## config.mk

```make
export PLATFORM = sky130hd
export DESIGN_NAME = mail_header_field_splitter_unit
export DESIGN_NICKNAME = d
export VERILOG_FILES = /design/src/rtl/mhfs_pkg.sv /design/src/rtl/mail_header_field_splitter_unit.sv /design/src/rtl/mhfs_parser.sv /design/src/rtl/mhfs_result_fifo.sv
export SDC_FILE = /design/constraint.sdc
export NUM_CORES = 1
export LEC_CHECK = 0
export BUFFER_PORTS_ARGS = -buffer_cell sky130_fd_sc_hd__buf_4
export CAP_MARGIN = 20
export CORE_ASPECT_RATIO = 0.8
export CORE_MARGIN = 10
export CORE_UTILIZATION = 45
export DETAILED_ROUTE_END_ITERATION = 10
export PLACE_DENSITY_LB_ADDON = 0.25
export SYNTH_ARGS = -nofsm -noshare
export SYNTH_HDL_FRONTEND = slang
export SYNTH_SLANG_ARGS = --single-unit
```

## constraint.sdc

```tcl
create_clock -name clk_i -period 8.2 [get_ports clk_i]
set_input_delay 0.82 -clock clk_i [delete_from_list [all_inputs] [get_ports clk_i]]
set_output_delay 0.82 -clock clk_i [all_outputs]
set_load 0.05 [all_outputs]
```

## src/rtl/mhfs_pkg.sv

```systemverilog
// ----------------------------------------------------------------------------
// mhfs_pkg
// Types, character codes and per-byte parse functions of the header splitter.
// ----------------------------------------------------------------------------
package mhfs_pkg;

  localparam logic [7:0] ChrColon = 8'h3A;
  localparam logic [7:0] ChrLf    = 8'h0A;
  localparam logic [7:0] ChrSpace = 8'h20;
  localparam logic [7:0] ChrTab   = 8'h09;
  localparam logic [2:0] TagLen   = 3'd5;

  localparam int unsigned OffW     = 16;
  localparam int unsigned NumW     = 15;
  localparam int unsigned TdataW   = 80;
  localparam int unsigned TuserW   = 3;
  localparam int unsigned FifoDepth = 4;

  typedef enum logic [2:0] {
    KIND_FIELD   = 3'd0,
    KIND_END     = 3'd1,
    KIND_NOCOLON = 3'd2,
    KIND_UNTERM  = 3'd3,
    KIND_OVF     = 3'd4
  } kind_e;

  typedef enum logic [3:0] {
    PH_AWAIT    = 4'b0001,
    PH_IN_FIELD = 4'b0010,
    PH_PENDING  = 4'b0100,
    PH_IDLE     = 4'b1000
  } phase_e;

  typedef struct packed {
    phase_e            phase;
    logic [OffW-1:0]   field_origin;
    logic              colon_seen;
    logic [OffW-1:0]   name_end;
    logic [OffW-1:0]   value_origin;
    logic              skipping;
    logic [2:0]        prefix_cnt;
    logic [OffW-1:0]   nl_pos;
    logic [OffW-1:0]   fields;      // one bit above the field number range
  } parse_st_t;

  typedef struct packed {
    kind_e             kind;
    logic [NumW-1:0]   num;
    logic [OffW-1:0]   name_begin;
    logic [OffW-1:0]   name_stop;
    logic [OffW-1:0]   value_begin;
    logic [OffW-1:0]   value_stop;
    logic              last;
  } rec_t;

  typedef struct packed {
    parse_st_t st;
    rec_t      rec;
  } close_t;

  typedef struct packed {
    parse_st_t st;
    logic      emit;
    rec_t      rec;
  } start_t;

  localparam parse_st_t ParseStReset = '{
    phase: PH_AWAIT, field_origin: '0, colon_seen: 1'b0, name_end: '0,
    value_origin: '0, skipping: 1'b0, prefix_cnt: '0, nl_pos: '0, fields: '0
  };

  function automatic logic is_blank(input logic [7:0] b);
    return (b == ChrSpace) || (b == ChrTab);
  endfunction

  // Bytes of the unix envelope tag "From ".
  function automatic logic [7:0] tag_byte(input logic [2:0] idx);
    logic [7:0] c;
    unique case (idx)
      3'd0:    c = 8'h46;
      3'd1:    c = 8'h72;
      3'd2:    c = 8'h6F;
      3'd3:    c = 8'h6D;
      3'd4:    c = 8'h20;
      default: c = 8'h00;
    endcase
    return c;
  endfunction

  function automatic rec_t mk_rec(input kind_e kind, input logic [OffW-1:0] num,
                                  input logic [OffW-1:0] nb, input logic [OffW-1:0] ns,
                                  input logic [OffW-1:0] vb, input logic [OffW-1:0] vs);
    rec_t r;
    r.kind        = kind;
    r.num         = num[NumW-1:0];
    r.name_begin  = nb;
    r.name_stop   = ns;
    r.value_begin = vb;
    r.value_stop  = vs;
    r.last        = 1'b0;
    return r;
  endfunction

  function automatic parse_st_t feed(input parse_st_t st_in, input logic [7:0] b,
                                     input logic [OffW-1:0] p);
    parse_st_t       st;
    logic [OffW-1:0] k;
    logic [OffW-1:0] p1;
    st = st_in;
    k  = p - st.field_origin;
    p1 = p + OffW'(1);
    if (st.prefix_cnt < TagLen && OffW'(st.prefix_cnt) == k &&
        b == tag_byte(st.prefix_cnt)) begin
      st.prefix_cnt = st.prefix_cnt + 3'd1;
    end
    if (!st.colon_seen) begin
      if (b == ChrColon) begin
        st.colon_seen   = 1'b1;
        st.value_origin = p1;
        st.skipping     = 1'b1;
      end else if (!is_blank(b)) begin
        st.name_end = p1;
      end
    end else if (st.skipping) begin
      if (is_blank(b)) begin
        st.value_origin = p1;
      end else begin
        st.skipping = 1'b0;
      end
    end
    return st;
  endfunction

  function automatic close_t close_field(input parse_st_t st_in);
    close_t r;
    logic   unix_from;
    r.st      = st_in;
    unix_from = (st_in.prefix_cnt == TagLen);
    if (!unix_from && !st_in.colon_seen) begin
      r.st.phase = PH_IDLE;
      r.rec      = mk_rec(KIND_NOCOLON, st_in.fields, '0, '0, '0, '0);
    end else if (st_in.fields[OffW-1]) begin
      r.st.phase = PH_IDLE;
      r.rec      = mk_rec(KIND_OVF, st_in.fields, '0, '0, '0, '0);
    end else begin
      if (unix_from) begin
        r.rec = mk_rec(KIND_FIELD, st_in.fields, st_in.field_origin,
                       st_in.field_origin + OffW'(TagLen),
                       st_in.field_origin + OffW'(TagLen), st_in.nl_pos);
      end else begin
        r.rec = mk_rec(KIND_FIELD, st_in.fields, st_in.field_origin,
                       st_in.name_end, st_in.value_origin, st_in.nl_pos);
      end
      r.st.fields = st_in.fields + OffW'(1);
      r.st.phase  = PH_AWAIT;
    end
    return r;
  endfunction

  function automatic start_t start_or_stop(input parse_st_t st_in, input logic [7:0] b,
                                           input logic [OffW-1:0] p);
    start_t r;
    r.st   = st_in;
    r.emit = 1'b0;
    r.rec  = mk_rec(KIND_END, st_in.fields, '0, '0, '0, '0);
    if (is_blank(b) || b == ChrLf) begin
      r.st.phase = PH_IDLE;
      r.emit     = 1'b1;
    end else begin
      r.st.field_origin = p;
      r.st.colon_seen   = 1'b0;
      r.st.name_end     = p;
      r.st.value_origin = '0;
      r.st.skipping     = 1'b0;
      r.st.prefix_cnt   = '0;
      r.st.phase        = PH_IN_FIELD;
      r.st              = feed(r.st, b, p);
    end
    return r;
  endfunction

endpackage

```

## src/rtl/mail_header_field_splitter_unit.sv

```systemverilog
// ----------------------------------------------------------------------------
// mail_header_field_splitter_unit
// Splits a mail header, one byte per item, into field name/value offsets.
// ----------------------------------------------------------------------------
//
//  channel | dir | tdata                          | tuser        | tlast
//  --------+-----+--------------------------------+--------------+-----------
//  s_axis  | in  | data_byte                      | -            | final_byte
//  m_axis  | out | field_number, name/value spans | record_kind  | run_last
//
//  Takes one byte per cycle unless stalled; the byte is registered and parsed
//  once the queue has room, and its records land in a four-entry record queue.
//  A byte that yields two records leaves as two output records; the queue absorbs
//  that, and the input stalls only while fewer than two queue slots are free.
//  Reset clears the parse state and the queue; no clearing pass is needed.
//  Stalls on m_axis hold the head record stable and back up into s_axis.
//
module mail_header_field_splitter_unit #(
  parameter int unsigned MAX_HEADER_BYTES = 65536
) (
  input  logic        clk_i,
  input  logic        rst_ni,
  input  logic        s_axis_tvalid_i,
  output logic        s_axis_tready_o,
  input  logic [7:0]  s_axis_tdata_i,   // [7:0] data_byte
  input  logic        s_axis_tlast_i,   // final_byte
  output logic        m_axis_tvalid_o,
  input  logic        m_axis_tready_i,
  // [14:0] field_number, [30:15] name_begin, [46:31] name_stop,
  // [62:47] value_begin, [78:63] value_stop, [79] zero
  output logic [mhfs_pkg::TdataW-1:0] m_axis_tdata_o,
  output logic [mhfs_pkg::TuserW-1:0] m_axis_tuser_o,  // [2:0] record_kind
  output logic        m_axis_tlast_o    // run_last
);
  import mhfs_pkg::*;

  // Input register: holds one byte until the queue has room for its records.
  logic       in_vld_q;
  logic [7:0] in_byte_q;
  logic       in_fin_q;
  logic       step;
  logic       room_two;
  logic       s_acc;

  rec_t       rec0, rec1, head;
  logic [1:0] rec_cnt;
  logic [1:0] push_cnt;
  logic       q_not_empty;

  assign step            = in_vld_q && room_two;
  assign s_axis_tready_o = !in_vld_q || step;
  assign s_acc           = s_axis_tvalid_i && s_axis_tready_o;

  always_ff @(posedge clk_i or negedge rst_ni) begin
    if (!rst_ni) begin
      in_vld_q <= 1'b0;
    end else if (s_axis_tready_o) begin
      in_vld_q <= s_axis_tvalid_i;
    end
  end

  // Payload: load on accept only.
  always_ff @(posedge clk_i) begin
    if (s_acc) begin
      in_byte_q <= s_axis_tdata_i;
      in_fin_q  <= s_axis_tlast_i;
    end
  end

  mhfs_parser #(
    .MAX_HEADER_BYTES(MAX_HEADER_BYTES)
  ) u_parser (
    .clk_i       (clk_i),
    .rst_ni      (rst_ni),
    .step_i      (step),
    .data_byte_i (in_byte_q),
    .final_byte_i(in_fin_q),
    .rec0_o      (rec0),
    .rec1_o      (rec1),
    .rec_cnt_o   (rec_cnt)
  );

  // Push records only on a real parse step.
  assign push_cnt = step ? rec_cnt : 2'd0;

  mhfs_result_fifo u_fifo (
    .clk_i      (clk_i),
    .rst_ni     (rst_ni),
    .push_cnt_i (push_cnt),
    .push0_i    (rec0),
    .push1_i    (rec1),
    .pop_i      (m_axis_tready_i),
    .room_two_o (room_two),
    .not_empty_o(q_not_empty),
    .head_o     (head)
  );

  assign m_axis_tvalid_o = q_not_empty;
  assign m_axis_tdata_o  = {1'b0, head.value_stop, head.value_begin, head.name_stop,
                            head.name_begin, head.num};
  assign m_axis_tuser_o  = head.kind;
  assign m_axis_tlast_o  = head.last;

endmodule

```

## src/rtl/mhfs_parser.sv

```systemverilog
// ----------------------------------------------------------------------------
// mhfs_parser
// Parse state and per-byte step; yields up to two records per byte.
// ----------------------------------------------------------------------------
module mhfs_parser #(
  parameter int unsigned MAX_HEADER_BYTES = 65536
) (
  input  logic                 clk_i,
  input  logic                 rst_ni,
  input  logic                 step_i,
  input  logic [7:0]           data_byte_i,
  input  logic                 final_byte_i,
  output mhfs_pkg::rec_t       rec0_o,
  output mhfs_pkg::rec_t       rec1_o,
  output logic [1:0]           rec_cnt_o
);
  import mhfs_pkg::*;

  localparam int unsigned PosLimit = (MAX_HEADER_BYTES < 65536) ? MAX_HEADER_BYTES : 65536;
  localparam int unsigned PosW     = $clog2(PosLimit + 1);

  logic [PosW-1:0] pos_q, pos_d;
  parse_st_t       st_q, st_d;
  rec_t            recs [2];
  logic [1:0]      cnt;

  always_comb begin
    logic [OffW-1:0] p16;
    logic            at_limit;
    close_t          cf;
    start_t          ss;
    st_d     = st_q;
    pos_d    = pos_q;
    cnt      = 2'd0;
    recs[0]  = mk_rec(KIND_END, '0, '0, '0, '0, '0);
    recs[1]  = mk_rec(KIND_END, '0, '0, '0, '0, '0);
    p16      = OffW'(pos_q);
    at_limit = (pos_q >= PosW'(PosLimit));
    cf       = close_field(st_q);
    ss       = start_or_stop(st_q, data_byte_i, p16);

    if (st_d.phase != PH_IDLE) begin
      if (at_limit) begin
        st_d.phase    = PH_IDLE;
        recs[cnt[0]]  = mk_rec(KIND_OVF, st_d.fields, '0, '0, '0, '0);
        cnt           = cnt + 2'd1;
      end else begin
        unique case (st_d.phase)
          PH_AWAIT: begin
            ss   = start_or_stop(st_d, data_byte_i, p16);
            st_d = ss.st;
            if (ss.emit) begin
              recs[cnt[0]] = ss.rec;
              cnt          = cnt + 2'd1;
            end
          end
          PH_IN_FIELD: begin
            st_d = feed(st_d, data_byte_i, p16);
            if (data_byte_i == ChrLf) begin
              st_d.nl_pos = p16;
              st_d.phase  = PH_PENDING;
            end
          end
          PH_PENDING: begin
            if (is_blank(data_byte_i)) begin
              // Folded line: the field continues.
              st_d       = feed(st_d, data_byte_i, p16);
              st_d.phase = PH_IN_FIELD;
            end else begin
              cf           = close_field(st_d);
              st_d         = cf.st;
              recs[cnt[0]] = cf.rec;
              cnt          = cnt + 2'd1;
              if (st_d.phase != PH_IDLE) begin
                ss   = start_or_stop(st_d, data_byte_i, p16);
                st_d = ss.st;
                if (ss.emit) begin
                  recs[cnt[0]] = ss.rec;
                  cnt          = cnt + 2'd1;
                end
              end
            end
          end
          default: ;
        endcase
      end
    end

    if (final_byte_i) begin
      unique case (st_d.phase)
        PH_IN_FIELD: begin
          recs[cnt[0]] = mk_rec(KIND_UNTERM, st_d.fields, '0, '0, '0, '0);
          cnt          = cnt + 2'd1;
        end
        PH_PENDING: begin
          cf           = close_field(st_d);
          recs[cnt[0]] = cf.rec;
          cnt          = cnt + 2'd1;
          if (cf.st.phase != PH_IDLE) begin
            recs[cnt[0]] = mk_rec(KIND_END, cf.st.fields, '0, '0, '0, '0);
            cnt          = cnt + 2'd1;
          end
        end
        PH_AWAIT: begin
          recs[cnt[0]] = mk_rec(KIND_END, st_d.fields, '0, '0, '0, '0);
          cnt          = cnt + 2'd1;
        end
        default: ;
      endcase
      st_d  = ParseStReset;
      pos_d = '0;
    end else if (!at_limit) begin
      pos_d = pos_q + PosW'(1);
    end

    recs[0].last = (cnt == 2'd1);
    recs[1].last = 1'b1;
  end

  assign rec0_o    = recs[0];
  assign rec1_o    = recs[1];
  assign rec_cnt_o = cnt;

  always_ff @(posedge clk_i or negedge rst_ni) begin
    if (!rst_ni) begin
      pos_q <= '0;
      st_q  <= ParseStReset;
    end else if (step_i) begin
      pos_q <= pos_d;
      st_q  <= st_d;
    end
  end

endmodule

```

## src/rtl/mhfs_result_fifo.sv

```systemverilog
// ----------------------------------------------------------------------------
// mhfs_result_fifo
// Small record queue: up to two pushes and one pop per cycle.
// ----------------------------------------------------------------------------
module mhfs_result_fifo (
  input  logic           clk_i,
  input  logic           rst_ni,
  input  logic [1:0]     push_cnt_i,
  input  mhfs_pkg::rec_t push0_i,
  input  mhfs_pkg::rec_t push1_i,
  input  logic           pop_i,
  output logic           room_two_o,
  output logic           not_empty_o,
  output mhfs_pkg::rec_t head_o
);
  import mhfs_pkg::*;

  localparam int unsigned PtrW = $clog2(FifoDepth);

  rec_t            mem_q [FifoDepth];
  logic [PtrW-1:0] wr_q, wr_d, rd_q, rd_d;
  logic [PtrW:0]   cnt_q, cnt_d;
  logic            do_pop;

  assign do_pop      = pop_i && (cnt_q != '0);
  assign room_two_o  = (cnt_q <= (PtrW+1)'(FifoDepth - 2));
  assign not_empty_o = (cnt_q != '0);
  assign head_o      = mem_q[rd_q];

  always_comb begin
    wr_d  = wr_q + PtrW'(push_cnt_i);
    rd_d  = rd_q + PtrW'(do_pop);
    cnt_d = cnt_q + (PtrW+1)'(push_cnt_i) - (PtrW+1)'(do_pop);
  end

  always_ff @(posedge clk_i) begin
    if (push_cnt_i != 2'd0) begin
      mem_q[wr_q] <= push0_i;
    end
    if (push_cnt_i == 2'd2) begin
      mem_q[wr_q + PtrW'(1)] <= push1_i;
    end
  end

  always_ff @(posedge clk_i or negedge rst_ni) begin
    if (!rst_ni) begin
      wr_q  <= '0;
      rd_q  <= '0;
      cnt_q <= '0;
    end else begin
      wr_q  <= wr_d;
      rd_q  <= rd_d;
      cnt_q <= cnt_d;
    end
  end

endmodule

```

==> impl_metrics.prom <==
# TYPE chip_impl_metric gauge
chip_impl_metric{name="syn_inst",unit=""} 2639
chip_impl_metric{name="nets",unit=""} 2689
chip_impl_metric{name="antenna_cells",unit=""} 0
chip_impl_metric{name="drtPass1Iterations",unit=""} 8
chip_impl_metric{name="placement_rows",unit=""} 79
chip_impl_info{name="timing.hold.worst.class",value="in2async"} 1
chip_impl_metric{name="critPathMaxStageDelay",unit="ns"} 0.81
chip_impl_metric{name="number_of_enable_type_register_cells_in_the_synthesized_netlist",unit=""} 337
chip_impl_metric{name="ys_ff_latch",unit=""} 455
chip_impl_metric{name="worstPathMaxFanout",unit=""} 43
chip_impl_metric{name="share_comb_of_total_power",unit="%"} 43.0
chip_impl_metric{name="synthesis.area",unit="mm2"} 0.0267
chip_impl_metric{name="number_of_global_route_vias_before_repair",unit=""} 21344
chip_impl_metric{name="detail_route.vias_per_cell",unit=""} 6.62
chip_impl_metric{name="detail_route.wirelength",unit="mm"} 95.7
chip_impl_metric{name="sinks_on_clock_net",unit=""} 455
chip_impl_info{name="yosys-top-cells-count",value="sky130_fd_sc_hd__nor2_1 (372), sky130_fd_sc_hd__edfxtp_1 (337), sky130_fd_sc_hd__nand2_1 (276)"} 1
chip_impl_metric{name="cts-htree-levels",unit=""} 2
chip_impl_metric{name="grt_overflow",unit=""} 0
chip_impl_metric{name="die_h",unit="um"} 238
chip_impl_metric{name="worst_skew_pair.late_latency",unit="ns"} 0.62
chip_impl_metric{name="sw_frac_of_total",unit="%"} 43.3
chip_impl_metric{name="drc_violations",unit=""} 0
chip_impl_metric{name="post_cts.resized_instances",unit=""} 0
chip_impl_metric{name="clkPwrFrac",unit="%"} 24.1
chip_impl_metric{name="tightestPinTransition",unit="ns"} 1.23
chip_impl_metric{name="hold_viol_final",unit=""} 0
chip_impl_metric{name="ant_nets",unit=""} 0
chip_impl_metric{name="filler_cell_count",unit=""} 5223
chip_impl_metric{name="total_power",unit="mW"} 9.82
chip_impl_metric{name="worst_vdd_rail_ir_drop",unit="mV"} 0.234
chip_impl_info{name="yosysTopAreaCell",value="sky130_fd_sc_hd__edfxtp_1"} 1
chip_impl_metric{name="pre_cts_slack",unit="ns"} 1.57
chip_impl_metric{name="post-route-worst-setup-slack",unit="ns"} 1.40
chip_impl_metric{name="design.portCount",unit=""} 99
chip_impl_metric{name="post-route-cell-area",unit="mm2"} 0.0298
chip_impl_metric{name="dpl_cell_area",unit="mm2"} 0.0281
chip_impl_metric{name="regArea",unit="mm2"} 0.0131
chip_impl_info{name="cell_types_with_the_largest_area_share_after_synthesis",value="sky130_fd_sc_hd__edfxtp_1 (38%), sky130_fd_sc_hd__dfrtp_1 (11%), sky130_fd_sc_hd__mux4_2 (7.0%)"} 1
chip_impl_info{name="endpoint_kind",value="flop"} 1
chip_impl_metric{name="post_route_clock_period_utilization",unit="%"} 82.9
chip_impl_metric{name="clk_transition_reported_paths",unit="ns"} 0.07
chip_impl_info{name="critical_path.reg2reg.startpoint",value="u_parser.st_q[33]"} 1
chip_impl_metric{name="p_leak",unit="nW"} 9.71
chip_impl_metric{name="timing.max_cap.violations",unit=""} 0
chip_impl_metric{name="cts_post_setup_buffers_inserted",unit=""} 0
chip_impl_metric{name="post-dp-hpwl",unit="mm"} 65.3
chip_impl_metric{name="number_of_clock_buffers_inserted_by_tritoncts",unit=""} 47
chip_impl_info{name="cts_tree",value="yes"} 1
chip_impl_metric{name="ys.warnings.count",unit=""} 0
chip_impl_info{name="crit_start",value="u_parser.st_q[33]"} 1
chip_impl_info{name="cp-start-kind",value="flop"} 1
chip_impl_metric{name="pwr_density_cell",unit="mW/mm2"} 329
chip_impl_metric{name="multi_input_comb_area",unit="mm2"} 0.0127
chip_impl_metric{name="cts-root-to-sink-buffers",unit=""} 3
chip_impl_info{name="worstSetupPathType",value="reg2reg"} 1
chip_impl_metric{name="ctsHoldBuffers",unit=""} 0
chip_impl_info{name="rsz0062_at_grt",value="no"} 1
chip_impl_metric{name="drt_wl_cell",unit="um"} 27.7
chip_impl_metric{name="grt_util_all_layers",unit="%"} 26.6
chip_impl_metric{name="mappedNetlistNets",unit=""} 2686
chip_impl_metric{name="vias",unit=""} 22840
chip_impl_metric{name="final.min_clock_period",unit="ns"} 6.80
chip_impl_metric{name="worst_path_arrival",unit="ns"} 7.13
chip_impl_metric{name="netlist.area_leader.share",unit="%"} 37.9
chip_impl_metric{name="place.port_buffers",unit=""} 97
chip_impl_metric{name="grt_max_degree",unit=""} 66
chip_impl_metric{name="finalWeightedCongestion",unit=""} 1.02
chip_impl_metric{name="synth.avg_cell_area",unit="um2"} 10.1
chip_impl_metric{name="ffs_w_async_s_r_synth",unit="%"} 25.1
chip_impl_metric{name="finalSetupViolations",unit=""} 0
chip_impl_metric{name="total_switching_power",unit="mW"} 4.25
chip_impl_info{name="worst_path_max_delay_cell",value="sky130_fd_sc_hd__nor2_1"} 1
chip_impl_metric{name="floorplan.core_area",unit="mm2"} 0.0584
chip_impl_metric{name="dieArea",unit="mm2"} 0.0695
chip_impl_metric{name="yosys.cell_types.count",unit=""} 102
chip_impl_metric{name="synth-seq-area-share",unit="%"} 48.9
chip_impl_metric{name="finClkSkew",unit="ns"} 0.0230
chip_impl_info{name="synth_most_common_cell",value="sky130_fd_sc_hd__nor2_1"} 1
chip_impl_info{name="cell_breakdown_of_the_critical_path",value="inv_1, ha_1, a21oi_1, nor2_1, o21ai_2, a2111oi_4, a31oi_1, buf_4, nor2b_1, nand2_1, nand2_1, nor2_1, a21oi_2, nand2b_1, nand2_4, buf_4"} 1
chip_impl_info{name="status",value="complete, no violations"} 1
chip_impl_metric{name="antenna_violations_before_repair",unit=""} 3
chip_impl_metric{name="power_frac_seq",unit="%"} 32.9
chip_impl_metric{name="setup-tns-final",unit="ns"} 0
chip_impl_metric{name="first_pass_grt_wire_length",unit="mm"} 141
chip_impl_metric{name="areaGrowthSynthToFinish",unit="%"} 11.8
chip_impl_metric{name="max_slew_margin",unit="%"} 18.2
chip_impl_metric{name="number_of_max_slew_violations_in_the_final_report",unit=""} 0
chip_impl_metric{name="crit_required",unit="ns"} 8.53
chip_impl_metric{name="drt-initial-drc-count",unit=""} 2969
chip_impl_info{name="cts_root_buf",value="sky130_fd_sc_hd__clkbuf_16"} 1
chip_impl_metric{name="internal-power",unit="mW"} 5.57
chip_impl_metric{name="initial_utilization",unit="%"} 45.7
chip_impl_info{name="synthFlopType",value="sky130_fd_sc_hd__edfxtp_1"} 1
chip_impl_metric{name="fmax",unit="MHz"} 147
chip_impl_metric{name="fp.dieW",unit="um"} 292
chip_impl_metric{name="final_layout_size_suffix_gt1_share",unit="%"} 14.6
## metal layers
layer	track usage [%]	wire [um]
met5	0	63
met4	7.69	2780
met3	6.41	11300
met2	37.7	39900
met1	39.7	41700
## worst paths after layout
path,slack (ns),cells after the start,end
worst max-delay path,1.40,16,u_fifo.mem_q[3][75]
worst min-delay path,0.28,1,u_parser.st_q[42]
worst max register to register,1.40,16,u_fifo.mem_q[3][75]
worst min register to register,0.50,2,u_fifo.mem_q[2][0]
max in group asynchronous,6.40,2,u_parser.st_q[8]
min in group clk_i,0.39,1,in_byte_q[3]
## through the flow
| step | utilization [%] | hold slack (ns) | instances |
|---|---|---|---|
| after global routing | 51.0 | 0.333 | 3449 |
| final | 51.0 | 0.281 | 3449 |
| after global placement | 48.1 | 0.482 | 3360 |
| after CTS | 51.0 | 0.304 | 3449 |
| after floorplan | - | 0.456 | 2639 |
| after detailed placement | 48.1 | 0.483 | 3362 |
## power by group through the flow
stage	Clock (mW)	Sequential (mW)	Combinational, mW
2_1_floorplan	0	3.05	3.01
3_3_place_gp	0	3.25	4.16
3_5_place_dp	0	3.28	4.17
4_1_cts	2.40	3.23	4.19
5_1_grt	2.49	3.28	4.43
6_report	2.36	3.23	4.22
## worst max-delay path, delay by kind of cell, from the launching register on
kind	cells	cell delay (ns)
compound gates	5	1.37
flops	1	0.53
simple gates	7	3.36
fa+ha+maj	1	0.37
buf+inv	3	0.82
## logic make-up after synthesis
| logic type | Yosys count | synth area share (%) |
|---|---|---|
| other | 1 | 0.0141 |
| muxes | 99 | 7.62 |
| buffers and inverters | 252 | 3.74 |
| xor gates and xnor gates | 106 | 3.48 |
| and+or+nand+nor | 908 | 15.5 |
| adders and majority gates | 34 | 1.65 |
| DFF | 455 | 48.9 |
| AOI/OAI and AO/OA | 784 | 19.1 |
## registers in the layout (all words and copies together) (netlist names)
name and flops:
in_vld_q 1, u_fifo.wr_q 2, u_parser.st_q 89, u_fifo.rd_q 2, u_fifo.cnt_q 3, u_fifo.mem_q 332, in_byte_q 8, in_fin_q 1
u_parser.pos_q 17
## cells in the final DEF (no fill, tap or decap), types with 27 or more instances in the layout
master / synthesis / final
sky130_fd_sc_hd__a21oi_1: 179 / 179
sky130_fd_sc_hd__a22o_1: 28 / 28
sky130_fd_sc_hd__a22oi_1: 30 / 30
sky130_fd_sc_hd__a31oi_1: 27 / 27
sky130_fd_sc_hd__and2_1: 50 / 48
sky130_fd_sc_hd__buf_4: 1 / 151
sky130_fd_sc_hd__clkbuf_16: 0 / 47
sky130_fd_sc_hd__dfrtp_1: 113 / 111
sky130_fd_sc_hd__edfxtp_1: 337 / 337
sky130_fd_sc_hd__ha_1: 32 / 32
sky130_fd_sc_hd__inv_1: 49 / 49
sky130_fd_sc_hd__mux4_2: 83 / 83
sky130_fd_sc_hd__nand2_1: 276 / 271
sky130_fd_sc_hd__nand3_1: 37 / 35
sky130_fd_sc_hd__nor2_1: 372 / 369
sky130_fd_sc_hd__nor3_1: 34 / 34
sky130_fd_sc_hd__o21a_1: 27 / 27
sky130_fd_sc_hd__o21ai_0: 215 / 214
sky130_fd_sc_hd__o22ai_1: 51 / 51
sky130_fd_sc_hd__xnor2_1: 66 / 66
sky130_fd_sc_hd__xor2_1: 40 / 40
## final cells by class
type	count	area share [%]
repair buffers	156	4.07
well taps	769	3.23
flip-flops and latches	455	43.8
inverters	50	0.630
clock buffers	54	4.07
multi-input cells	1932	42.5
clock inverters	33	1.65
Power figures use the tool's default switching activity.
